`src/rtl/schedule_table_thread_arbiter_core_defines.svh`:
```
// Assertion macros for the arbiter RTL, used by stta_back.
`ifndef SCHEDULE_TABLE_THREAD_ARBITER_CORE_DEFINES_SVH
`define SCHEDULE_TABLE_THREAD_ARBITER_CORE_DEFINES_SVH

// same-cycle implication, disabled in reset
`define STTA_ASSERT_IMPL(label, clk, rst_n, ante, cons) \
  label: assert property (@(posedge clk) disable iff (!rst_n) (ante) |-> (cons)) \
    else $error("stta assertion failed");

// next-cycle implication, disabled in reset
`define STTA_ASSERT_NEXT(label, clk, rst_n, ante, cons) \
  label: assert property (@(posedge clk) disable iff (!rst_n) (ante) |=> (cons)) \
    else $error("stta assertion failed");

`endif

```
`src/rtl/stta_pkg.sv`:
```
// Shared types, constants and helpers for the schedule table thread arbiter.
`timescale 1ns / 1ps

package stta_pkg;

  localparam int THREAD_COUNT = 32;
  localparam int TABLE_DEPTH  = 128;
  localparam int THREAD_W     = 5;
  localparam int INDEX_W      = 7;
  localparam int LEN_W        = 8;
  localparam int COUNT_W      = 16;
  localparam int QUEUE_DEPTH  = 2;

  localparam logic [COUNT_W-1:0] LIMIT_RESET = 16'd8192;

  // input function codes
  localparam logic [1:0] FUNC_WRITE  = 2'd0;
  localparam logic [1:0] FUNC_RUN    = 2'd1;
  localparam logic [1:0] FUNC_BLOCK  = 2'd2;
  localparam logic [1:0] FUNC_DECIDE = 2'd3;

  // internal operation codes carried through the queue
  localparam logic [1:0] OP_TABLE_WR = 2'd0;
  localparam logic [1:0] OP_MASK_SET = 2'd1;
  localparam logic [1:0] OP_MASK_CLR = 2'd2;
  localparam logic [1:0] OP_DECIDE   = 2'd3;

  localparam logic [1:0] ERR_OK     = 2'd0;
  localparam logic [1:0] ERR_PREFIX = 2'd1;
  localparam logic [1:0] ERR_LIMIT  = 2'd2;

  localparam logic [1:0] CFG_PREFIX_MODE = 2'd0;
  localparam logic [1:0] CFG_SCHED_LEN   = 2'd1;
  localparam logic [1:0] CFG_DEC_LIMIT   = 2'd2;

  typedef struct packed {
    logic [1:0]              op;
    logic [THREAD_COUNT-1:0] thread_bit;
    logic [INDEX_W-1:0]      index;
    logic [THREAD_W-1:0]     value;
  } req_t;

  function automatic logic [THREAD_W-1:0] lowest_runnable(input logic [THREAD_COUNT-1:0] mask);
    logic [THREAD_W-1:0] res;
    res = '0;
    for (int i = THREAD_COUNT - 1; i >= 0; i--) begin
      if (mask[i]) res = THREAD_W'(i);
    end
    return res;
  endfunction

endpackage

```
`src/rtl/schedule_table_thread_arbiter_core.sv`:
```
// Top level of the schedule table thread arbiter.
//
//  channel  direction  handshake           payload
//  in       sink       in_valid/in_stall   func, thread, entry_index, entry_value
//  out      source     out_valid/out_stall selected_thread, none_runnable,
//                                          runnable_snapshot, decision_number, error_code
//  cfg      sink       cfg_we              cfg_addr, cfg_wdata
//
// Table writes, mask updates and decisions while halted are handled by the back end as it
// pops them from the two-entry queue. A prefix table pick goes through the PREFIX and DONE
// states and a lowest-runnable fallback straight to DONE; a repeating decision stays in SCAN
// over k table entries (1..min(schedule_length, 128)), one table read per cycle, then DONE.
// Reset is synchronous, active low; the table is not cleared, so no clearing pass.
// The front keeps accepting until the queue fills; a stalled result holds the back end
// only when the next decision is ready to report.
`timescale 1ns / 1ps

module schedule_table_thread_arbiter_core (
  input  logic                                clk,
  input  logic                                rst_n,
  input  logic                                cfg_we,
  input  logic [1:0]                          cfg_addr,
  input  logic [stta_pkg::COUNT_W-1:0]        cfg_wdata,
  input  logic                                in_valid,
  output logic                                in_stall,
  input  logic [1:0]                          in_func,
  input  logic [stta_pkg::THREAD_W-1:0]       in_thread,
  input  logic [stta_pkg::INDEX_W-1:0]        in_entry_index,
  input  logic [stta_pkg::THREAD_W-1:0]       in_entry_value,
  output logic                                out_valid,
  input  logic                                out_stall,
  output logic [stta_pkg::THREAD_W-1:0]       out_selected_thread,
  output logic                                out_none_runnable,
  output logic [stta_pkg::THREAD_COUNT-1:0]   out_runnable_snapshot,
  output logic [stta_pkg::COUNT_W-1:0]        out_decision_number,
  output logic [1:0]                          out_error_code
);

  logic           q_full, q_push, q_pop, q_valid;
  stta_pkg::req_t push_req, pop_req;

  stta_front u_front (
    .in_valid       (in_valid),
    .in_stall       (in_stall),
    .in_func        (in_func),
    .in_thread      (in_thread),
    .in_entry_index (in_entry_index),
    .in_entry_value (in_entry_value),
    .q_full         (q_full),
    .q_push         (q_push),
    .q_req          (push_req)
  );

  stta_queue u_queue (
    .clk      (clk),
    .rst_n    (rst_n),
    .push     (q_push),
    .push_req (push_req),
    .full     (q_full),
    .pop      (q_pop),
    .valid    (q_valid),
    .pop_req  (pop_req)
  );

  stta_back u_back (
    .clk                   (clk),
    .rst_n                 (rst_n),
    .cfg_we                (cfg_we),
    .cfg_addr              (cfg_addr),
    .cfg_wdata             (cfg_wdata),
    .q_valid               (q_valid),
    .q_req                 (pop_req),
    .q_pop                 (q_pop),
    .out_valid             (out_valid),
    .out_stall             (out_stall),
    .out_selected_thread   (out_selected_thread),
    .out_none_runnable     (out_none_runnable),
    .out_runnable_snapshot (out_runnable_snapshot),
    .out_decision_number   (out_decision_number),
    .out_error_code        (out_error_code)
  );

endmodule

```
`src/rtl/stta_front.sv`:
```
// Front end: accepts requests and decodes them into queue entries.
`timescale 1ns / 1ps

module stta_front (
  input  logic                            in_valid,
  output logic                            in_stall,
  input  logic [1:0]                      in_func,
  input  logic [stta_pkg::THREAD_W-1:0]   in_thread,
  input  logic [stta_pkg::INDEX_W-1:0]    in_entry_index,
  input  logic [stta_pkg::THREAD_W-1:0]   in_entry_value,
  input  logic                            q_full,
  output logic                            q_push,
  output stta_pkg::req_t                  q_req
);

  logic [1:0] op;

  always_comb begin
    case (in_func)
      stta_pkg::FUNC_WRITE:  op = stta_pkg::OP_TABLE_WR;
      stta_pkg::FUNC_RUN:    op = stta_pkg::OP_MASK_SET;
      stta_pkg::FUNC_BLOCK:  op = stta_pkg::OP_MASK_CLR;
      stta_pkg::FUNC_DECIDE: op = stta_pkg::OP_DECIDE;
      default:               op = stta_pkg::OP_DECIDE;
    endcase
  end

  assign in_stall = q_full;
  assign q_push   = in_valid && !q_full;

  always_comb begin
    q_req.op         = op;
    // one-hot thread select so the back end does a plain OR / AND-NOT
    q_req.thread_bit = {{(stta_pkg::THREAD_COUNT-1){1'b0}}, 1'b1} << in_thread;
    q_req.index      = in_entry_index;
    q_req.value      = in_entry_value;
  end

endmodule

```
`src/rtl/stta_queue.sv`:
```
// Short request FIFO between the front end and the back end.
`timescale 1ns / 1ps

module stta_queue (
  input  logic           clk,
  input  logic           rst_n,
  input  logic           push,
  input  stta_pkg::req_t push_req,
  output logic           full,
  input  logic           pop,
  output logic           valid,
  output stta_pkg::req_t pop_req
);

  localparam int AW = (stta_pkg::QUEUE_DEPTH > 1) ? $clog2(stta_pkg::QUEUE_DEPTH) : 1;
  localparam int CW = $clog2(stta_pkg::QUEUE_DEPTH + 1);
  localparam logic [AW-1:0] LAST = AW'(stta_pkg::QUEUE_DEPTH - 1);

  stta_pkg::req_t slot_r [stta_pkg::QUEUE_DEPTH];
  logic [AW-1:0]  wr_ptr_r, wr_ptr_nxt;
  logic [AW-1:0]  rd_ptr_r, rd_ptr_nxt;
  logic [CW-1:0]  cnt_r, cnt_nxt;
  logic           do_push, do_pop;

  assign full    = (cnt_r == CW'(stta_pkg::QUEUE_DEPTH));
  assign valid   = (cnt_r != '0);
  assign pop_req = slot_r[rd_ptr_r];
  assign do_push = push && !full;
  assign do_pop  = pop && valid;

  always_comb begin
    wr_ptr_nxt = wr_ptr_r;
    rd_ptr_nxt = rd_ptr_r;
    cnt_nxt    = cnt_r;
    if (do_push) wr_ptr_nxt = (wr_ptr_r == LAST) ? '0 : wr_ptr_r + AW'(1);
    if (do_pop)  rd_ptr_nxt = (rd_ptr_r == LAST) ? '0 : rd_ptr_r + AW'(1);
    if (do_push && !do_pop)      cnt_nxt = cnt_r + CW'(1);
    else if (do_pop && !do_push) cnt_nxt = cnt_r - CW'(1);
  end

  always_ff @(posedge clk) begin
    if (!rst_n) begin
      wr_ptr_r <= '0;
      rd_ptr_r <= '0;
      cnt_r    <= '0;
    end else begin
      wr_ptr_r <= wr_ptr_nxt;
      rd_ptr_r <= rd_ptr_nxt;
      cnt_r    <= cnt_nxt;
    end
  end

  always_ff @(posedge clk) begin
    if (do_push) slot_r[wr_ptr_r] <= push_req;
  end

endmodule

```
`src/rtl/stta_back.sv`:
```
// Back end: schedule table, runnable mask, decision sequencer and result register.
`timescale 1ns / 1ps
`include "schedule_table_thread_arbiter_core_defines.svh"

module stta_back (
  input  logic                                clk,
  input  logic                                rst_n,
  input  logic                                cfg_we,
  input  logic [1:0]                          cfg_addr,
  input  logic [stta_pkg::COUNT_W-1:0]        cfg_wdata,
  input  logic                                q_valid,
  input  stta_pkg::req_t                      q_req,
  output logic                                q_pop,
  output logic                                out_valid,
  input  logic                                out_stall,
  output logic [stta_pkg::THREAD_W-1:0]       out_selected_thread,
  output logic                                out_none_runnable,
  output logic [stta_pkg::THREAD_COUNT-1:0]   out_runnable_snapshot,
  output logic [stta_pkg::COUNT_W-1:0]        out_decision_number,
  output logic [1:0]                          out_error_code
);

  localparam int LW = stta_pkg::LEN_W;
  localparam int TW = stta_pkg::THREAD_W;
  localparam int NT = stta_pkg::THREAD_COUNT;
  localparam int CW = stta_pkg::COUNT_W;
  localparam int IW = stta_pkg::INDEX_W;

  localparam logic [1:0] ST_IDLE   = 2'd0;
  localparam logic [1:0] ST_PREFIX = 2'd1;
  localparam logic [1:0] ST_SCAN   = 2'd2;
  localparam logic [1:0] ST_DONE   = 2'd3;

  function automatic logic [LW-1:0] wrap_next(input logic [LW-1:0] a, input logic [LW-1:0] len);
    logic [LW-1:0] s;
    s = a + LW'(1);
    return (s == len) ? '0 : s;
  endfunction

  logic [TW-1:0] table_mem [stta_pkg::TABLE_DEPTH];
  logic [TW-1:0] rdata_r;
  logic [IW-1:0] rd_addr;

  logic [1:0]    state_r, state_nxt;
  logic [LW-1:0] cursor_r, cursor_nxt;
  logic [NT-1:0] mask_r, mask_nxt;
  logic [CW-1:0] count_r, count_nxt;
  logic          halted_r, halted_nxt;
  logic          prefix_mode_r;
  logic [LW-1:0] sched_len_r;
  logic [CW-1:0] limit_r;

  logic [NT-1:0] snap_r, snap_nxt;
  logic [TW-1:0] pick_r, pick_nxt;
  logic          none_r, none_nxt;
  logic          perr_r, perr_nxt;
  logic [LW-1:0] len_r, len_nxt;
  logic [LW-1:0] issue_addr_r, issue_addr_nxt;
  logic [LW-1:0] issued_r, issued_nxt;
  logic [LW-1:0] chk_addr_r, chk_addr_nxt;

  logic          out_valid_r, out_valid_nxt;
  logic [TW-1:0] out_sel_r, out_sel_nxt;
  logic          out_none_r, out_none_nxt;
  logic [NT-1:0] out_snap_r, out_snap_nxt;
  logic [CW-1:0] out_num_r, out_num_nxt;
  logic [1:0]    out_err_r, out_err_nxt;

  logic [LW-1:0] eff_len;
  logic [LW-1:0] start;
  logic          at_most_one;
  logic          tbl_we;
  logic          out_free;
  logic [1:0]    err;

  assign eff_len     = (sched_len_r > LW'(stta_pkg::TABLE_DEPTH)) ?
                       LW'(stta_pkg::TABLE_DEPTH) : sched_len_r;
  assign at_most_one = ((mask_r & (mask_r - NT'(1))) == '0);
  assign start       = (cursor_r >= eff_len) ? '0 : cursor_r;
  assign out_free    = !out_valid_r || !out_stall;
  assign q_pop       = q_valid && (state_r == ST_IDLE);
  assign tbl_we      = q_pop && (q_req.op == stta_pkg::OP_TABLE_WR);

  always_comb begin
    if (none_r)                 err = stta_pkg::ERR_OK;
    else if (perr_r)            err = stta_pkg::ERR_PREFIX;
    else if (count_r >= limit_r) err = stta_pkg::ERR_LIMIT;
    else                        err = stta_pkg::ERR_OK;
  end

  always_comb begin
    state_nxt      = state_r;
    cursor_nxt     = cursor_r;
    mask_nxt       = mask_r;
    count_nxt      = count_r;
    halted_nxt     = halted_r;
    snap_nxt       = snap_r;
    pick_nxt       = pick_r;
    none_nxt       = none_r;
    perr_nxt       = perr_r;
    len_nxt        = len_r;
    issue_addr_nxt = issue_addr_r;
    issued_nxt     = issued_r;
    chk_addr_nxt   = chk_addr_r;
    rd_addr        = cursor_r[IW-1:0];
    out_valid_nxt  = out_valid_r && out_stall;
    out_sel_nxt    = out_sel_r;
    out_none_nxt   = out_none_r;
    out_snap_nxt   = out_snap_r;
    out_num_nxt    = out_num_r;
    out_err_nxt    = out_err_r;

    case (state_r)
      ST_IDLE: begin
        if (q_pop) begin
          case (q_req.op)
            stta_pkg::OP_MASK_SET: mask_nxt = mask_r | q_req.thread_bit;
            stta_pkg::OP_MASK_CLR: mask_nxt = mask_r & ~q_req.thread_bit;
            stta_pkg::OP_DECIDE: begin
              if (!halted_r) begin
                snap_nxt = mask_r;
                perr_nxt = 1'b0;
                none_nxt = 1'b0;
                if (prefix_mode_r) begin
                  if (at_most_one || (cursor_r >= eff_len)) begin
                    pick_nxt  = stta_pkg::lowest_runnable(mask_r);
                    none_nxt  = (mask_r == '0);
                    state_nxt = ST_DONE;
                  end else begin
                    rd_addr    = cursor_r[IW-1:0];
                    cursor_nxt = cursor_r + LW'(1);
                    state_nxt  = ST_PREFIX;
                  end
                end else if (eff_len == '0) begin
                  pick_nxt  = stta_pkg::lowest_runnable(mask_r);
                  none_nxt  = (mask_r == '0);
                  state_nxt = ST_DONE;
                end else begin
                  // first read of the scan goes out now; check runs next cycle
                  rd_addr        = start[IW-1:0];
                  chk_addr_nxt   = start;
                  issue_addr_nxt = wrap_next(start, eff_len);
                  issued_nxt     = LW'(1);
                  len_nxt        = eff_len;
                  state_nxt      = ST_SCAN;
                end
              end
            end
            default: ;
          endcase
        end
      end
      ST_PREFIX: begin
        pick_nxt  = rdata_r;
        perr_nxt  = !mask_r[rdata_r];
        state_nxt = ST_DONE;
      end
      ST_SCAN: begin
        if (mask_r[rdata_r]) begin
          pick_nxt   = rdata_r;
          cursor_nxt = wrap_next(chk_addr_r, len_r);
          state_nxt  = ST_DONE;
        end else if (issued_r == len_r) begin
          // whole table missed: cursor is back where the scan began
          pick_nxt   = stta_pkg::lowest_runnable(mask_r);
          none_nxt   = (mask_r == '0);
          cursor_nxt = wrap_next(chk_addr_r, len_r);
          state_nxt  = ST_DONE;
        end else begin
          rd_addr        = issue_addr_r[IW-1:0];
          chk_addr_nxt   = issue_addr_r;
          issue_addr_nxt = wrap_next(issue_addr_r, len_r);
          issued_nxt     = issued_r + LW'(1);
        end
      end
      ST_DONE: begin
        if (out_free) begin
          out_valid_nxt = 1'b1;
          out_sel_nxt   = none_r ? '0 : pick_r;
          out_none_nxt  = none_r;
          out_snap_nxt  = snap_r;
          out_num_nxt   = count_r;
          out_err_nxt   = err;
          if (err != stta_pkg::ERR_OK) halted_nxt = 1'b1;
          else if (!none_r)            count_nxt  = count_r + CW'(1);
          state_nxt = ST_IDLE;
        end
      end
      default: state_nxt = ST_IDLE;
    endcase
  end

  always_ff @(posedge clk) begin
    if (!rst_n) begin
      state_r       <= ST_IDLE;
      cursor_r      <= '0;
      mask_r        <= '0;
      count_r       <= '0;
      halted_r      <= 1'b0;
      out_valid_r   <= 1'b0;
      prefix_mode_r <= 1'b0;
      sched_len_r   <= '0;
      limit_r       <= stta_pkg::LIMIT_RESET;
    end else begin
      state_r     <= state_nxt;
      cursor_r    <= cursor_nxt;
      mask_r      <= mask_nxt;
      count_r     <= count_nxt;
      halted_r    <= halted_nxt;
      out_valid_r <= out_valid_nxt;
      if (cfg_we) begin
        case (cfg_addr)
          stta_pkg::CFG_PREFIX_MODE: prefix_mode_r <= cfg_wdata[0];
          stta_pkg::CFG_SCHED_LEN:   sched_len_r   <= cfg_wdata[LW-1:0];
          stta_pkg::CFG_DEC_LIMIT:   limit_r       <= cfg_wdata;
          default: ;
        endcase
      end
    end
  end

  always_ff @(posedge clk) begin
    snap_r       <= snap_nxt;
    pick_r       <= pick_nxt;
    none_r       <= none_nxt;
    perr_r       <= perr_nxt;
    len_r        <= len_nxt;
    issue_addr_r <= issue_addr_nxt;
    issued_r     <= issued_nxt;
    chk_addr_r   <= chk_addr_nxt;
    out_sel_r    <= out_sel_nxt;
    out_none_r   <= out_none_nxt;
    out_snap_r   <= out_snap_nxt;
    out_num_r    <= out_num_nxt;
    out_err_r    <= out_err_nxt;
  end

  // schedule table: one write port, one registered read port
  always_ff @(posedge clk) begin
    if (tbl_we) table_mem[q_req.index] <= q_req.value;
    rdata_r <= table_mem[rd_addr];
  end

  assign out_valid             = out_valid_r;
  assign out_selected_thread   = out_sel_r;
  assign out_none_runnable     = out_none_r;
  assign out_runnable_snapshot = out_snap_r;
  assign out_decision_number   = out_num_r;
  assign out_error_code        = out_err_r;

  `STTA_ASSERT_IMPL(a_pop_only_idle, clk, rst_n, state_r != ST_IDLE, !q_pop)
  `STTA_ASSERT_NEXT(a_halt_sticky, clk, rst_n, halted_r, halted_r)
  `STTA_ASSERT_IMPL(a_none_clean, clk, rst_n, out_valid_r && out_none_r,
                    (out_sel_r == '0) && (out_err_r == stta_pkg::ERR_OK))
  `STTA_ASSERT_IMPL(a_scan_bound, clk, rst_n, state_r == ST_SCAN,
                    (issued_r <= len_r) && (chk_addr_r < len_r))

endmodule

```
`config.mk`:
```
export PLATFORM = sky130hd
export DESIGN_NAME = schedule_table_thread_arbiter_core
export DESIGN_NICKNAME = d
export VERILOG_FILES = /design/src/rtl/stta_pkg.sv /design/src/rtl/schedule_table_thread_arbiter_core.sv /design/src/rtl/stta_front.sv /design/src/rtl/stta_queue.sv /design/src/rtl/stta_back.sv
export VERILOG_INCLUDE_DIRS = /design/src /design/src/rtl
export SDC_FILE = /design/constraint.sdc
export NUM_CORES = 1
export LEC_CHECK = 0
export ABC_AREA = 1
export BUFFER_PORTS_ARGS = -buffer_cell sky130_fd_sc_hd__buf_2
export CAP_MARGIN = 25
export CORE_UTILIZATION = 65
export DETAILED_ROUTE_END_ITERATION = 8
export MAX_ROUTING_LAYER = met4
export PLACE_DENSITY_LB_ADDON = 0.15
export SYNTH_ARGS = -nofsm -noshare
export SYNTH_HDL_FRONTEND = slang
export SYNTH_SLANG_ARGS = --single-unit
```
`constraint.sdc`:
```
create_clock -name clk -period 9.38 [get_ports clk]
set_clock_uncertainty 0.05 [all_clocks]
set_input_delay 1.407 -clock clk [delete_from_list [all_inputs] [get_ports clk]]
set_output_delay 1.407 -clock clk [all_outputs]
set_load 0.01 [all_outputs]
```
==> results.py, run 1 <==
metrics = {
    "clocking": {
        "cts-htree-levels": 3,
        "clockBufferDepth": 3,
        "cts.repair_timing.setup_buffer_count": 0,
        "cts_tree": "built",
        "cts_buffers": 95,
        "clkSinkCount": 954,
        "cts_resized": 0,
        "holdBufCountCts": 0,
        "root_buffer": "clkbuf_16",
        "clk_latency_ns": 0.67,
        "cts.clk_slew.worst_paths_ns": 0.06,
    },
    "route": {
        "drc": 0,
        "avgRoutedWirePerCell_microns": 20.22,
        "finalWirelength_microns": 99990,
        "num_vias": 29210,
        "drt-initial-drc-count": 3575,
        "viasPerCell": 5.907,
        "firstDrtPassIters": 6,
        "drtAntennaViolNets": 0,
    },
    "worst_setup_path": {
        "endpoint_kind": "flip-flop",
        "critPathLaunchType": "flip-flop",
        "required_ns": 9.93,
        "slowest_stage": "buf_4",
        "crit_family": "simple AND/OR/NAND/NOR gates",
        "crit_arrival_ns": 7.10,
        "path_class": "flip-flop to flip-flop",
        "critPathBufInv": 5,
        "path_max_fanout": 138,
        "cpMostUsedCell": "nand2_1",
        "path_cells": "inv_1 -> ha_1 -> inv_1 -> nor2_2 -> inv_1 -> nor3_2 -> nand2_1 -> nand3_1 -> nand3_4 -> nand2_8 -> buf_4 -> buf_4 -> nand2_1 -> nand2_1 -> nand2_1 -> nand3_1 -> nand3_1 -> nand3_1 -> nand3_1 -> nand2_1 -> nand2_1 -> nand2_1",
        "max_stage_delay_ns": 0.81,
    },
    "cells_and_area": {
        "antenna_cells": 0,
        "multi_input_area_sq_um": 11380,
        "nets": 4104,
        "final_area_sq_um": 45940,
        "syn2layout_area_growth_pct": 9.228,
        "nFillCells": 4497,
        "regArea_sq_um": 27700,
        "layout-drive-gt1-share_pct": 8.002,
    },
    "die": {
        "pin_count": 100,
        "num_rows": 92,
        "initial_core_util_pct": 66.19,
        "die-width_microns": 256.4,
        "core_sq_um": 63540,
        "die_area_sq_um": 65730,
        "die_h_microns": 256.4,
    },
    "sta": {
        "hold_viol": 0,
        "drv_slew": 0,
        "final.setup.tns_ns": 0,
        "worst_pin_slew_ns": 1.020,
        "rsz0062_at_grt": "false",
        "fmax_mhz": 152.6,
        "fin_crit_sh_pct": 69.87,
        "relSlewSlack_pct": 31.98,
        "final-setup-viol-count": 0,
        "post-route-min-period_ns": 6.554,
    },
    "yosys": {
        "synth_area_sq_um": 42060,
        "synth_fa_ha_area_share_pct": 1.160,
        "synth-seq-area-share_pct": 65.85,
        "ys_types": 55,
        "ys_ff_latch": 954,
        "synth_ff_type": "edfxtp_1",
        "async_reset_ff_share_pct": 0,
        "synth_area_leader_cell": "edfxtp_1",
        "avgSynthCellArea_sq_um": 10.56,
        "synth-compound-area-share_pct": 7.925,
        "yosys.area_share.xor_xnor_pct": 0.8329,
        "synth_edf_count": 859,
        "synth_top_family_by_area": "simple AND/OR/NAND/NOR gates",
        "ys_warn_count": 0,
        "synth.top_cell.area_share_pct": 61.33,
        "synthesis.nets": 4063,
        "synthMuxAreaShare_pct": 0,
        "ys_top_cells_by_count": "nand2_1, edfxtp_1, inv_1, nand3_1, nor2_1",
        "yosys.area_share.simple_pct": 16.87,
        "synth.most_common_cell": "nand2_1",
        "synthCells": 3982,
        "yosys-top-cells-area": "edfxtp_1, nand2_1, nand3_1, inv_1, dfxtp_1",
    },
    "pwr": {
        "ir_drop_mv": 0.3949,
        "sw_frac_of_total_pct": 43.63,
        "p_int_w": 0.009374,
        "power-per-cell-area_nw_per_um2": 362.0,
        "p_clk_share_pct": 22.0,
        "power.switching_w": 0.007257,
        "power_frac_seq_pct": 33.9,
        "power_frac_comb_pct": 44.1,
        "leakagePower_nw": 17.94,
    },
    "global_route": {
        "grt_max_degree": 161,
        "first_global_vias": 27490,
        "grt_usage_pct": 31.43,
        "grt.overflow.total": 0,
        "antenna_found_initial": 0,
        "grt_pass1_wl_microns": 154900,
    },
    "place": {
        "dp_hpwl_microns": 60820,
        "routabilityCongestion": 0.8961,
        "post_dp_cell_area_sq_um": 42950,
        "io_buffers": 99,
    },
    "run_status": {
        "status": "completed",
    },
    "worst_hold_path": {
        "worstHoldPathType": "flip-flop to flip-flop",
    },
    "job": {
        "max-cap-violations": 0,
    },
}
metrics by stage:
| step | utilization (%) | cells | worst slack [ns] | total power (W) | hold WS [ns] |
|---|---|---|---|---|---|
| 2_1_floorplan | - | 3982 | 3.687 | 0.01093 | 0.3503 |
| 6_report | 72.30 | 4945 | 2.826 | 0.01663 | 0.3688 |
| 3_3_place_gp | 67.56 | 4771 | 3.101 | 0.01275 | 0.3511 |
| 4_1_cts | 72.30 | 4945 | 2.864 | 0.01652 | 0.3686 |
| 5_1_grt | 72.30 | 4945 | 2.203 | 0.01750 | 0.3744 |
| 3_5_place_dp | 67.60 | 4772 | 2.858 | 0.01288 | 0.3545 |
routing by layer:
metal | share of wire, % | wire length (microns) | vias up | global-route usage (%)
met5 | 0 | 0 | - | -
met4 | 3.2 | 3241 | 0 | 10.15
met3 | 10 | 10020 | 224 | 4.982
met2 | 46 | 46230 | 1556 | 47.74
met1 | 41 | 40500 | 13740 | 43.89
li1 | - | - | 13690 | -
worst paths after layout:
path / to / cells past startpoint / startpoint / slack [ns]
setup / recovery: u_back.rdata_r[1] / 22 / u_back.state_r[0] / 2.83
hold / removal: u_back.out_runnable_snapshot[20] / 0 / u_back.snap_r[20] / 0.37
setup reg to reg: u_back.rdata_r[1] / 22 / u_back.state_r[0] / 2.83
hold reg to reg: u_back.out_runnable_snapshot[20] / 0 / u_back.snap_r[20] / 0.37
cell families (layout without fill, tap and decap cells):
family / Yosys count / count (layout)
xor gates and xnor gates: 40 / 40
and+or+nand+nor: 1678 / 1678
buffers and inverters: 724 / 841
adders and majority gates: 39 / 39
AOI/OAI and AO/OA: 547 / 547
DFF: 954 / 954
power groups by stage:
stage | Clock [W] | Sequential, W | Combinational (W)
2_1_floorplan | 0 | 0.00568 | 0.00525
3_3_place_gp | 0 | 0.00572 | 0.00704
3_5_place_dp | 0 | 0.00572 | 0.00715
4_1_cts | 0.00369 | 0.00564 | 0.00719
5_1_grt | 0.00385 | 0.00567 | 0.00798
6_report | 0.00366 | 0.00564 | 0.00733
cells in the final DEF, fill, tap and decap left out, types with 37 or more instances in the layout:
| cell | instances |
|---|---|
| nand2_1 | 882 |
| o21ai_1 | 49 |
| clkbuf_16 | 95 |
| nand3_1 | 414 |
| ha_1 | 39 |
| edfxtp_1 | 859 |
| inv_1 | 519 |
| o21ai_0 | 142 |
| o211ai_1 | 177 |
| nor2_1 | 282 |
| buf_2 | 99 |
| a21oi_1 | 128 |
| dfxtp_1 | 95 |
| buf_4 | 37 |
flip-flops by register name, summed over array words and instances (netlist names), 5 cells and up, named ones only:
register                      cells
u_back.sched_len_r                8
u_back.chk_addr_r                 8
u_back.pick_r                     5
u_back.cursor_r                   8
u_back.table_mem                640
u_queue.slot_r                   92
u_back.issued_r                   8
u_back.count_r                   16
u_back.snap_r                    32
u_back.issue_addr_r               8
u_back.out_runnable_snapshot     32
u_back.len_r                      8
u_back.rdata_r                    5
u_back.limit_r                   16
u_back.out_selected_thread        5
u_back.out_decision_number       16
cell type report:
type / count / share of cell area [%]
flip-flops and latches: 954 / 60.29
multi-input cells: 2304 / 24.76
clock buffers: 118 / 5.580
inverters: 530 / 4.358
well taps: 846 / 2.304
repair buffers: 138 / 1.787
clock inverters: 55 / 0.9205
Power figures use the tool's default switching activity.
==> run 2: changes to the inputs <==
Settings changed: ABC_AREA 1 to 0, CORE_UTILIZATION 65 to 62.
Clock period 9.38 ns to 6.7 ns, I/O delays scaled along.
==> run 2 against run 1 <==
Against the previous run:
- non-clock buffer count is 21 higher
- sequential cell count is the same
- utilization shrank 2.9 points
- largest power group is now registers
==> results.py, run 2 <==
metrics = {
    "die": {
        "die_area_sq_um": 66040,
        "num_rows": 93,
        "die_h_microns": 257.0,
        "core_sq_um": 64350,
        "initial_core_util_pct": 62.64,
        "pin_count": 100,
        "die-width_microns": 257.0,
    },
    "clocking": {
        "cts_tree": "built",
        "cts_buffers": 94,
        "cts.clk_slew.worst_paths_ns": 0.06,
        "clkSinkCount": 954,
        "cts_resized": 0,
        "cts.repair_timing.setup_buffer_count": 0,
        "clk_latency_ns": 0.65,
        "clockBufferDepth": 3,
        "root_buffer": "clkbuf_16",
        "holdBufCountCts": 0,
        "cts-htree-levels": 3,
    },
    "place": {
        "io_buffers": 99,
        "dp_hpwl_microns": 63850,
        "place_ws_ns": 0.8071,
        "routabilityCongestion": 0.9455,
    },
    "yosys": {
        "yosys.area_share.xor_xnor_pct": 1.412,
        "ys_types": 81,
        "synth-compound-area-share_pct": 6.901,
        "yosys-top-cells-area": "edfxtp_1, nand2_1, dfxtp_1, nand3_1, nor2_1",
        "synth.most_common_cell": "edfxtp_1",
        "synthMuxAreaShare_pct": 2.679,
        "synth_edf_count": 859,
        "ys_ff_latch": 954,
        "avgSynthCellArea_sq_um": 12.22,
        "synth_top_family_by_area": "simple AND/OR/NAND/NOR gates",
        "synthCells": 3298,
        "synth_ff_type": "edfxtp_1",
        "async_reset_ff_share_pct": 0,
        "ys_top_cells_by_count": "edfxtp_1, nand2_1, nor2_1, nand3_1, a21oi_1",
        "synthesis.nets": 3379,
        "synth_fa_ha_area_share_pct": 1.260,
        "yosys.area_share.simple_pct": 16.21,
        "synth_area_sq_um": 40310,
        "synth.top_cell.area_share_pct": 64.00,
        "synth-seq-area-share_pct": 68.71,
        "synth_area_leader_cell": "edfxtp_1",
        "ys_warn_count": 0,
    },
    "sta": {
        "worst_pin_slew_ns": 1.063,
        "final.setup.tns_ns": 0,
        "hold_viol": 0,
        "drv_slew": 0,
        "fin_crit_sh_pct": 89.20,
        "relSlewSlack_pct": 28.87,
        "fmax_mhz": 167.3,
        "final-setup-viol-count": 0,
        "post-route-min-period_ns": 5.976,
        "fin_ws_ns": 0.7237,
        "rsz0062_at_grt": "false",
    },
    "global_route": {
        "antenna_found_initial": 0,
        "grt_usage_pct": 31.22,
        "grt.overflow.total": 0,
        "grt_max_degree": 129,
        "first_global_vias": 25930,
        "grt_pass1_wl_microns": 152300,
    },
    "route": {
        "drtAntennaViolNets": 0,
        "firstDrtPassIters": 6,
        "drt-initial-drc-count": 2902,
        "drc": 0,
        "num_vias": 26950,
        "viasPerCell": 6.254,
        "finalWirelength_microns": 100100,
        "avgRoutedWirePerCell_microns": 23.24,
    },
    "pwr": {
        "leakagePower_nw": 15.43,
        "ir_drop_mv": 0.2676,
        "power-per-cell-area_nw_per_um2": 383.3,
        "sw_frac_of_total_pct": 32.37,
        "p_clk_share_pct": 30.6,
        "power_frac_seq_pct": 44.3,
        "p_int_w": 0.01157,
        "fin_total_pwr_w": 0.01711,
        "power.switching_w": 0.005539,
        "power_frac_comb_pct": 25.1,
    },
    "cells_and_area": {
        "antenna_cells": 0,
        "largest_register": "u_back.table_mem",
        "final_cell_mix": "edfxtp_1, nand2_1, nor2_1",
        "layout_commonest_cell": "edfxtp_1",
        "layout-drive-gt1-share_pct": 10.05,
        "largest_reg_flops": 640,
        "nets": 3459,
        "top_regs": "u_back.table_mem (640), u_queue.slot_r (92)",
        "syn2layout_area_growth_pct": 10.76,
    },
    "run_status": {
        "status": "completed",
    },
    "worst_setup_path": {
        "r2r-end": "u_back.rdata_r[2]",
        "reg2regPathDepth": 13,
        "endpoint_kind": "flip-flop",
        "required_ns": 7.23,
        "r2r_slack_ns": 0.72,
        "critPathLaunchType": "flip-flop",
        "crit_arrival_ns": 6.51,
        "crit_end": "u_back.rdata_r[2]",
        "r2r-start": "u_back.rdata_r[0]",
        "startpoint": "u_back.rdata_r[0]",
        "path_class": "flip-flop to flip-flop",
        "path_max_fanout": 28,
    },
    "job": {
        "max-cap-violations": 0,
    },
    "worst_hold_path": {
        "worstHoldPathType": "flip-flop to flip-flop",
    },
}
-- run 2: cell types whose count changed after synthesis, sizes merged, moves of 29 or more --
| cell | change |
|---|---|
| a211oi | +33 |
| inv | -469 |
| mux2i | +91 |
| o21ai | -164 |
| a21oi | -29 |
| nand3 | -154 |
| nor2 | +63 |
| nand2 | -195 |
| o211ai | -165 |
-- run 2: how the worst min path moves through the flow --
stage	start	to	slack, ns	depth (start not counted)
floorplan	u_back.snap_r[0]	u_back.out_runnable_snapshot[0]	0.35	0
global placement	u_back.snap_r[27]	u_back.out_runnable_snapshot[27]	0.35	0
detailed placement	u_back.snap_r[31]	u_back.out_runnable_snapshot[31]	0.36	0
CTS	u_back.snap_r[16]	u_back.out_runnable_snapshot[16]	0.37	0
global route	u_back.snap_r[11]	u_back.out_runnable_snapshot[11]	0.37	0
finish	u_back.snap_r[16]	u_back.out_runnable_snapshot[16]	0.37	0
-- run 2: critical path, cell delays in order (launching register included) --
cell	delay (ns)
dfxtp_1	0.92
mux4_2	0.61
nor2_2	0.10
o32ai_2	0.14
o41ai_2	0.51
nand2b_1	0.51
a21boi_4	0.94
buf_4	0.44
nand2_1	0.10
nand3_1	0.12
a21oi_1	0.10
a2111oi_0	0.82
o211ai_1	0.34
nand4_1	0.20
-- run 2: kinds of logic (layout without fill, tap and decap cells) --
kind of cell	count (synthesis)	after routing
buf+inv	234	390
fa+ha+maj	41	41
xor+xnor	65	65
flops	954	954
mux	104	104
simple gates	1507	1507
compound gates	393	393
-- run 2: area by class of cell --
class                      instances  area, sq um
timing repair buffer             159         1006
tap                              855         1070
inverter                          59        221.5
multi-input combinational       2110        11590
sequential                       954        27700
fill                            4497        19710
clock buffer                     123         2597
clock inverter                    49        464.2
-- run 2: power groups by stage --
stage	clock [W]	combinational [W]	sequential, W
5_1_grt	0.00550	0.00464	0.00761
3_3_place_gp	0	0.00416	0.00768
2_1_floorplan	0	0.00298	0.00752
4_1_cts	0.00528	0.00426	0.00757
6_report	0.00523	0.00430	0.00758
3_5_place_dp	0	0.00424	0.00770
-- run 2: per-stage QoR --
step	std cells	utilization (%)	hold WS [ns]	area, sq um
6_report	4309	69.38	0.3668	44640
5_1_grt	4309	69.38	0.3743	44640
4_1_cts	4309	69.38	0.3667	44640
3_5_place_dp	4137	64.62	0.3554	41580
3_3_place_gp	4133	64.56	0.3516	41540
2_1_floorplan	3298	-	0.3503	40310
-- run 2: routing by layer --
layer / track usage [%] / vias to the layer above / share of wire, %
met2: 50.17 / 1376 / 49
met1: 39.17 / 13100 / 38
met5: - / - / 0
li1: - / 12190 / -
met4: 14.58 / 0 / 4.8
met3: 4.965 / 288 / 8.6
